[src/sv/tlpq_pkg.sv]
// Shared constants and types for the three-level priority queue.
// Used by tlpq_ram's users and by three_level_priority_queue_top; no dependencies.
package tlpq_pkg;

    localparam int QUEUE_DEPTH = 16;
    localparam int NUM_LEVELS  = 3;
    localparam int PTR_W       = $clog2(QUEUE_DEPTH);
    localparam int CNT_W       = $clog2(QUEUE_DEPTH + 1);
    localparam int LVL_W       = 2;
    localparam int ADDR_W      = PTR_W + LVL_W;
    localparam int RAM_DEPTH   = 2 ** ADDR_W;
    localparam int ID_W        = 32;

    // Stream payload widths, padded to whole bytes.
    localparam int IN_W        = 2 + ID_W + 2;
    localparam int IN_DATA_W   = ((IN_W + 7) / 8) * 8;
    localparam int OUT_W       = 3 + ID_W + 2;
    localparam int OUT_DATA_W  = ((OUT_W + 7) / 8) * 8;

    typedef logic [PTR_W-1:0] t_ptr;
    typedef logic [CNT_W-1:0] t_cnt;
    typedef logic [LVL_W-1:0] t_lvl;

    typedef enum logic [1:0] {
        MODE_PUSH   = 2'd0,
        MODE_POP    = 2'd1,
        MODE_SEARCH = 2'd2
    } t_mode;

    typedef enum logic [2:0] {
        ST_OK       = 3'd0,
        ST_EMPTY    = 3'd1,
        ST_FULL     = 3'd2,
        ST_BADPRI   = 3'd3,
        ST_NOTFOUND = 3'd4
    } t_status;

    localparam t_lvl LVL_HIGH = 2'd0;
    localparam t_lvl LVL_MED  = 2'd1;
    localparam t_lvl LVL_LOW  = 2'd2;

    // A level's position in the shared entry memory.
    function automatic logic [ADDR_W-1:0] entry_addr(input t_lvl lvl, input t_ptr pos);
        entry_addr = {lvl, pos};
    endfunction

    function automatic t_ptr next_pos(input t_ptr p);
        next_pos = (p == t_ptr'(QUEUE_DEPTH - 1)) ? '0 : p + t_ptr'(1);
    endfunction

endpackage

[src/sv/three_level_priority_queue_top.sv]
// Three-level strict priority ticket queue; depends on tlpq_pkg and tlpq_ram.
// One request is worked on at a time. From acceptance, push and invalid modes
// pass through S_EXEC and S_DONE, pop through S_EXEC, S_POPRD and S_DONE, and
// search through S_EXEC, S_SRCH and S_DONE, with at most one entry memory read
// per cycle while scanning the queues. Reset (synchronous, active low) clears
// head, tail and count pointers and the output valid; the entry memory is not cleared and needs no clearing pass.
module three_level_priority_queue_top
    import tlpq_pkg::*;
(
    input  logic                  i_clk,
    input  logic                  i_rst_n,
    input  logic                  i_s_tvalid,
    output logic                  o_s_tready,
    // mode[1:0], ticket_id[33:2], priority_req[35:34], zero padding above
    input  logic [IN_DATA_W-1:0]  i_s_tdata,
    output logic                  o_m_tvalid,
    input  logic                  i_m_tready,
    // status[2:0], result_id[34:3], result_priority[36:35], zero padding above
    output logic [OUT_DATA_W-1:0] o_m_tdata
);

    typedef enum logic [4:0] {
        S_IDLE  = 5'b00001,
        S_EXEC  = 5'b00010,
        S_POPRD = 5'b00100,
        S_SRCH  = 5'b01000,
        S_DONE  = 5'b10000
    } t_state;

    t_state r_state, n_state;

    // Captured request
    logic [1:0]      r_mode;
    logic [ID_W-1:0] r_id;
    logic [1:0]      r_pri;

    // Queue pointers
    t_ptr r_head [NUM_LEVELS];
    t_ptr r_tail [NUM_LEVELS];
    t_cnt r_count [NUM_LEVELS];
    t_ptr n_head [NUM_LEVELS];
    t_ptr n_tail [NUM_LEVELS];
    t_cnt n_count [NUM_LEVELS];

    // Search scan state
    t_lvl r_lvl, n_lvl;
    t_ptr r_pos, n_pos;
    t_cnt r_k, n_k;
    logic r_cmp_valid, n_cmp_valid;
    t_lvl r_cmp_lvl, n_cmp_lvl;
    logic r_issue_done, n_issue_done;

    // Pending result
    t_status         r_res_status, n_res_status;
    logic [ID_W-1:0] r_res_id, n_res_id;
    logic [1:0]      r_res_pri, n_res_pri;

    // Output register
    logic            r_out_valid, n_out_valid;
    t_status         r_out_status, n_out_status;
    logic [ID_W-1:0] r_out_id, n_out_id;
    logic [1:0]      r_out_pri, n_out_pri;

    // Memory port
    logic              ram_we;
    logic [ADDR_W-1:0] ram_waddr;
    logic [ADDR_W-1:0] ram_raddr;
    logic [ID_W-1:0]   ram_rdata;

    logic in_fire;
    t_lvl push_lvl;
    t_lvl pop_lvl;
    logic pop_any;

    tlpq_ram #(
        .WIDTH (ID_W),
        .DEPTH (RAM_DEPTH)
    ) u_entries (
        .i_clk   (i_clk),
        .i_we    (ram_we),
        .i_waddr (ram_waddr),
        .i_wdata (r_id),
        .i_raddr (ram_raddr),
        .o_rdata (ram_rdata)
    );

    assign o_s_tready = (r_state == S_IDLE);
    assign in_fire    = i_s_tvalid && o_s_tready;
    assign push_lvl   = t_lvl'(r_pri - 2'd1);

    always_comb begin
        pop_any = 1'b1;
        if (r_count[LVL_HIGH] != '0) begin
            pop_lvl = LVL_HIGH;
        end else if (r_count[LVL_MED] != '0) begin
            pop_lvl = LVL_MED;
        end else begin
            pop_lvl = LVL_LOW;
            pop_any = (r_count[LVL_LOW] != '0);
        end
    end

    always_comb begin
        n_state      = r_state;
        n_head       = r_head;
        n_tail       = r_tail;
        n_count      = r_count;
        n_lvl        = r_lvl;
        n_pos        = r_pos;
        n_k          = r_k;
        n_cmp_valid  = 1'b0;
        n_cmp_lvl    = r_cmp_lvl;
        n_issue_done = r_issue_done;
        n_res_status = r_res_status;
        n_res_id     = r_res_id;
        n_res_pri    = r_res_pri;
        n_out_valid  = r_out_valid && !i_m_tready;
        n_out_status = r_out_status;
        n_out_id     = r_out_id;
        n_out_pri    = r_out_pri;
        ram_we       = 1'b0;
        ram_waddr    = entry_addr(push_lvl, r_tail[push_lvl]);
        ram_raddr    = entry_addr(r_lvl, r_pos);

        unique case (r_state)
            S_IDLE: begin
                if (in_fire) begin
                    n_state = S_EXEC;
                end
            end
            S_EXEC: begin
                n_res_status = ST_OK;
                n_res_id     = '0;
                n_res_pri    = '0;
                n_state      = S_DONE;
                unique case (r_mode)
                    MODE_PUSH: begin
                        if (r_pri == 2'd0) begin
                            n_res_status = ST_BADPRI;
                        end else if (r_count[push_lvl] >= t_cnt'(QUEUE_DEPTH)) begin
                            n_res_status = ST_FULL;
                        end else begin
                            ram_we             = 1'b1;
                            n_tail[push_lvl]   = next_pos(r_tail[push_lvl]);
                            n_count[push_lvl]  = r_count[push_lvl] + t_cnt'(1);
                        end
                    end
                    MODE_POP: begin
                        if (!pop_any) begin
                            n_res_status = ST_EMPTY;
                        end else begin
                            ram_raddr        = entry_addr(pop_lvl, r_head[pop_lvl]);
                            n_head[pop_lvl]  = next_pos(r_head[pop_lvl]);
                            n_count[pop_lvl] = r_count[pop_lvl] - t_cnt'(1);
                            n_res_pri        = pop_lvl + 2'd1;
                            n_state          = S_POPRD;
                        end
                    end
                    MODE_SEARCH: begin
                        n_lvl        = LVL_HIGH;
                        n_pos        = r_head[LVL_HIGH];
                        n_k          = '0;
                        n_issue_done = 1'b0;
                        n_state      = S_SRCH;
                    end
                    default: begin
                    end
                endcase
            end
            S_POPRD: begin
                n_res_id = ram_rdata;
                n_state  = S_DONE;
            end
            S_SRCH: begin
                // Reads are issued at most one per cycle; each result is compared in the cycle after its read.
                if (r_cmp_valid && ram_rdata == r_id) begin
                    n_res_status = ST_OK;
                    n_res_id     = r_id;
                    n_res_pri    = r_cmp_lvl + 2'd1;
                    n_state      = S_DONE;
                end else if (r_issue_done && !r_cmp_valid) begin
                    n_res_status = ST_NOTFOUND;
                    n_res_id     = '0;
                    n_res_pri    = '0;
                    n_state      = S_DONE;
                end else if (!r_issue_done) begin
                    if (r_k < r_count[r_lvl]) begin
                        n_cmp_valid = 1'b1;
                        n_cmp_lvl   = r_lvl;
                        n_k         = r_k + t_cnt'(1);
                        n_pos       = next_pos(r_pos);
                    end else if (r_lvl == LVL_LOW) begin
                        n_issue_done = 1'b1;
                    end else begin
                        n_lvl = r_lvl + 2'd1;
                        n_pos = r_head[r_lvl + 2'd1];
                        n_k   = '0;
                    end
                end
            end
            S_DONE: begin
                if (!r_out_valid || i_m_tready) begin
                    n_out_valid  = 1'b1;
                    n_out_status = r_res_status;
                    n_out_id     = r_res_id;
                    n_out_pri    = r_res_pri;
                    n_state      = S_IDLE;
                end
            end
            default: begin
                n_state = S_IDLE;
            end
        endcase
    end

    always_ff @(posedge i_clk) begin
        if (!i_rst_n) begin
            r_state      <= S_IDLE;
            r_out_valid  <= 1'b0;
            r_cmp_valid  <= 1'b0;
            r_issue_done <= 1'b0;
            for (int i = 0; i < NUM_LEVELS; i++) begin
                r_head[i]  <= '0;
                r_tail[i]  <= '0;
                r_count[i] <= '0;
            end
        end else begin
            r_state      <= n_state;
            r_out_valid  <= n_out_valid;
            r_cmp_valid  <= n_cmp_valid;
            r_issue_done <= n_issue_done;
            r_head       <= n_head;
            r_tail       <= n_tail;
            r_count      <= n_count;
        end
    end

    always_ff @(posedge i_clk) begin
        if (in_fire) begin
            r_mode <= i_s_tdata[1:0];
            r_id   <= i_s_tdata[33:2];
            r_pri  <= i_s_tdata[35:34];
        end
        r_lvl        <= n_lvl;
        r_pos        <= n_pos;
        r_k          <= n_k;
        r_cmp_lvl    <= n_cmp_lvl;
        r_res_status <= n_res_status;
        r_res_id     <= n_res_id;
        r_res_pri    <= n_res_pri;
        r_out_status <= n_out_status;
        r_out_id     <= n_out_id;
        r_out_pri    <= n_out_pri;
    end

    assign o_m_tvalid = r_out_valid;
    assign o_m_tdata  = {{(OUT_DATA_W - OUT_W){1'b0}}, r_out_pri, r_out_id, r_out_status};

    a_count_bounded: assert property (@(posedge i_clk) disable iff (!i_rst_n)
        r_count[LVL_HIGH] <= t_cnt'(QUEUE_DEPTH) && r_count[LVL_MED] <= t_cnt'(QUEUE_DEPTH)
        && r_count[LVL_LOW] <= t_cnt'(QUEUE_DEPTH))
        else $error("queue count exceeds depth");

    a_accept_starts: assert property (@(posedge i_clk) disable iff (!i_rst_n)
        in_fire |=> r_state == S_EXEC)
        else $error("accepted request did not start execution");

    a_fail_zero: assert property (@(posedge i_clk) disable iff (!i_rst_n)
        r_out_valid && r_out_status != ST_OK |-> r_out_id == '0 && r_out_pri == 2'd0)
        else $error("failed request carries an id or priority");

    a_pop_nonempty: assert property (@(posedge i_clk) disable iff (!i_rst_n)
        r_state == S_POPRD |-> $past(pop_any))
        else $error("pop read from an empty queue");

endmodule

[src/sv/tlpq_ram.sv]
// Generic single-write, single-read synchronous RAM with a registered read port.
// No dependencies; contents are not reset.
module tlpq_ram #(
    parameter int WIDTH = 32,
    parameter int DEPTH = 64
) (
    input  logic                     i_clk,
    input  logic                     i_we,
    input  logic [$clog2(DEPTH)-1:0] i_waddr,
    input  logic [WIDTH-1:0]         i_wdata,
    input  logic [$clog2(DEPTH)-1:0] i_raddr,
    output logic [WIDTH-1:0]         o_rdata
);

    logic [WIDTH-1:0] r_mem [DEPTH];
    logic [WIDTH-1:0] r_rdata;

    always_ff @(posedge i_clk) begin
        if (i_we) begin
            r_mem[i_waddr] <= i_wdata;
        end
        r_rdata <= r_mem[i_raddr];
    end

    assign o_rdata = r_rdata;

endmodule
[config.mk]
export PLATFORM = sky130hd
export DESIGN_NAME = three_level_priority_queue_top
export DESIGN_NICKNAME = d
export VERILOG_FILES = /design/src/sv/tlpq_pkg.sv /design/src/sv/three_level_priority_queue_top.sv /design/src/sv/tlpq_ram.sv
export SDC_FILE = /design/constraint.sdc
export NUM_CORES = 2
export LEC_CHECK = 0
export BUFFER_PORTS_ARGS = -buffer_cell sky130_fd_sc_hd__buf_4
export CAP_MARGIN = 15
export CORE_MARGIN = 3
export CORE_UTILIZATION = 43
export CTS_CLUSTER_DIAMETER = 150
export DETAILED_ROUTE_END_ITERATION = 8
export PLACE_DENSITY = 0.56
export SLEW_MARGIN = 0
export SYNTH_ARGS = -nofsm -noshare
export SYNTH_HDL_FRONTEND = slang
export SYNTH_SLANG_ARGS = --single-unit
[constraint.sdc]
create_clock -name i_clk -period 5.5 [get_ports i_clk]
set_input_delay 0.55 -clock i_clk [delete_from_list [all_inputs] [get_ports i_clk]]
set_output_delay 0.55 -clock i_clk [all_outputs]
set_load 0.01 [all_outputs]
==> out/summary.txt <==
post-route DRC violation count - 0
CTS tree - built
Setup CP Type - register to register
Reg power frac - 54.3%
num rows - 166
Min Clock Period, post-route - 4.72 ns
#FFs+latches synth - 2,250
Worst-path clk slew - 0.06 ns
largest net degree at the start of global routing - 121
status - complete, no violations
RSZ-0062 raised after global routing - false
Die Y - 461 um
met1 Resource Use GR - 36.8%
Tcrit/Tclk final - 85.7%
Final setup viols - 0
first drt pass iteration count - 9
internal power - 27.4 mW
DIE WIDTH - 461 um
vias in the first global route - 54,917
Combinational Power Share - 2.7%
peak supply drop - 0.322 mV
startpoint types - register
Filler cells - 17,424
port bufs - 78
share of cells above drive strength 1 - 11.9%
Avg Synthesized Cell Area - 12.7 um2
met2 global-route usage - 41.7%
Top delay family on crit path - simple AND/OR/NAND/NOR gates
Clock Skew - 0.0839 ns
Cells after Synth - 6,988
post-synthesis sequential area ratio - 75.1%
switching share of power - 21.5%
Post-synth EDFFs - 2,171
I/O pin count - 86
PD cells - 338 nW/um2
M3 GR Usage - 5.38%
wirelength, routed - 287,000 um
maxcap violations - 0
All-Layer GR Usage - 26.7%
total CTS buffers - 228
Final Hold Violating Endpoints - 0
busiest grt layer - met2
mapped cell area - 88,900 um2
CP max stage delay - 0.80 ns
Data arrival, critical path - 5.56 ns
Net Sw Power - 7.50 mW
most common cell in the netlist - edfxtp_1
Die ar. - 212,000 um2
root buffer cell - clkbuf_16
post-synthesis cell type count - 60
DR iter-0 viols - 8,172
Post-synth top cells - edfxtp_1, nand2_1, nand3_1
top cells by area, synth - edfxtp_1, nand2_1, nand3_1, dfxtp_1, a41oi_1
Resized cells post-CTS - 0
crit-path cells - or4_1, nor2_2, a2bb2oi_1, mux2_8, buf_12, buf_4, nand2_1, nand3_1, nand3_1, a41oi_1, or4_1
CP bufs+invs - 2
sum of negative setup slack - 0 ns
Slew Viols, Final - 0
top_reg_cell synth - edfxtp_1
Worst Hold Class - input port to register
top-area cell type share of the netlist area - 73.3%
initial core utilization - 43.4%
Worst EP required - 6.34 ns
area delta synth->final - 16.3%
Max Clk Rate - 212 MHz
vias per inst - 5.78
Clock Latency Late Sink - 0.89 ns
Synth async-reset ratio - 0%
initial antenna violation count - 25
HPWL Detailed - 162,000 um
area leader, netlist - edfxtp_1
first-pass GRT wire length - 406,000 um
Worst Setup End Kind - register
Final ANT Viol Nets - 0
clock tree sinks - 2,250
Final Util - 50.4%
Worst Tran Pin Value - 1.16 ns
Clock power frac - 43.0%
number of synthesis warnings - 0
relative slew slack - 22.0%
Tot Pwr - 34.9 mW
global route overflow - 0
CP Max Fanout - 76
Design Area, Final - 103,000 um2
Slowest cell on crit path - mux2_8
routed vias - 58,850
Core Region - 205,000 um2
clock buffer depth - 3
DR WL/cell - 28.1 um
placed cell areas - 95,800 um2
H-tree lvl count - 4
gp weighted congestion - 0.873
P_leak - 35.3 nW
Nets - 7,352
-- per-layer routing --
metal,wire length (um),up-vias
met5,13,-
met4,12200,2
met3,26500,475
met2,132000,2730
met1,116000,29646
li1,-,25997
-- registers in the layout, indices dropped and copies added (netlist names) --
register           cells
r_lvl                  2
r_cmp_valid            1
r_id                  32
r_pri                  2
r_k                    5
u_entries.o_rdata     32
r_tail                12
r_state                5
r_res_pri              2
r_out_status           3
r_res_id              32
r_res_status           3
r_out_id              32
u_entries.r_mem     2048
r_count               15
r_mode                 2
o_m_tvalid             1
r_issue_done           1
r_out_pri              2
r_pos                  4
r_head                12
r_cmp_lvl              2
-- layout make-up --
class | count | area [um2] | area share, %
clock inverters | 134 | 1210 | 1.17
flip-flops and latches | 2250 | 66800 | 64.6
multi-input cells | 4283 | 20800 | 20.1
repair buffers | 518 | 5180 | 5.01
diodes | 6 | 15.0 | 0.0145
clock buffers | 288 | 6020 | 5.82
well taps | 2688 | 3360 | 3.25
inverters | 11 | 41.3 | 0.0399
-- worst register-to-register path, delay by kind of cell (launching register included) --
family | cells | cell delay (ns)
compound gates | 2 | 1.23
mux | 1 | 0.80
flops | 1 | 0.37
simple gates | 6 | 1.60
buf+inv | 2 | 0.74
-- power groups by stage --
stage / Clock, mW / Sequential, mW / Combinational (mW)
6_report: 15.0 / 19.0 / 0.939
5_1_grt: 15.9 / 18.9 / 0.992
4_1_cts: 15.2 / 19.0 / 0.930
3_5_place_dp: 0 / 19.3 / 0.907
3_3_place_gp: 0 / 19.3 / 0.889
2_1_floorplan: 0 / 19.4 / 0.287
-- final timing paths --
path | startpoint | endpoint | slack (ns) | depth (start not counted)
worst max register to register | r_count[11]$_SDFFE_PN0P_ | u_entries.o_rdata[28]$_DFF_P_ | 0.78 | 11
worst min register to register | r_res_id[22]$_SDFFCE_PN0P_ | r_out_id[22]$_DFFE_PP_ | 0.42 | 0
worst max-delay path | r_count[11]$_SDFFE_PN0P_ | u_entries.o_rdata[28]$_DFF_P_ | 0.78 | 11
worst min-delay path | i_m_tready | o_m_tvalid$_SDFF_PN0_ | 0.05 | 3
-- cells in the final DEF (no fill, tap or decap), drive strengths merged, types with 38 or more instances in the layout --
cell / Yosys / layout
edfxtp: 2171 / 2171
buf: 185 / 481
clkbuf: 261 / 288
nor2: 106 / 106
clkinv: 0 / 111
a41oi: 128 / 128
nand3: 1552 / 1552
nand2: 2105 / 2105
dfxtp: 79 / 79
a22o: 38 / 38
-- per-stage QoR --
step           instances  hold WS [ns]  worst slack, ns
3_3_place_gp        9713         0.402            0.857
2_1_floorplan       6990         0.400            0.477
5_1_grt            10173        0.0581            0.582
3_5_place_dp        9713         0.405            0.839
6_report           10178        0.0509            0.784
4_1_cts            10172       0.00557            0.834
-- kinds of logic after synthesis --
logic type	synth area share (%)
and+or+nand+nor	19.1
DFF	75.1
buffers and inverters	2.18
AOI/OAI and AO/OA	2.53
xor gates and xnor gates	0.453
muxes	0.408
adders and majority gates	0.225
other	0.00422
-- repair_timing --
action	CTS	global route
setup buffers	0	0
hold buffers	37	0
hold endpoints to repair	37	0
No activity file was read; power rests on OpenSTA's default activity.
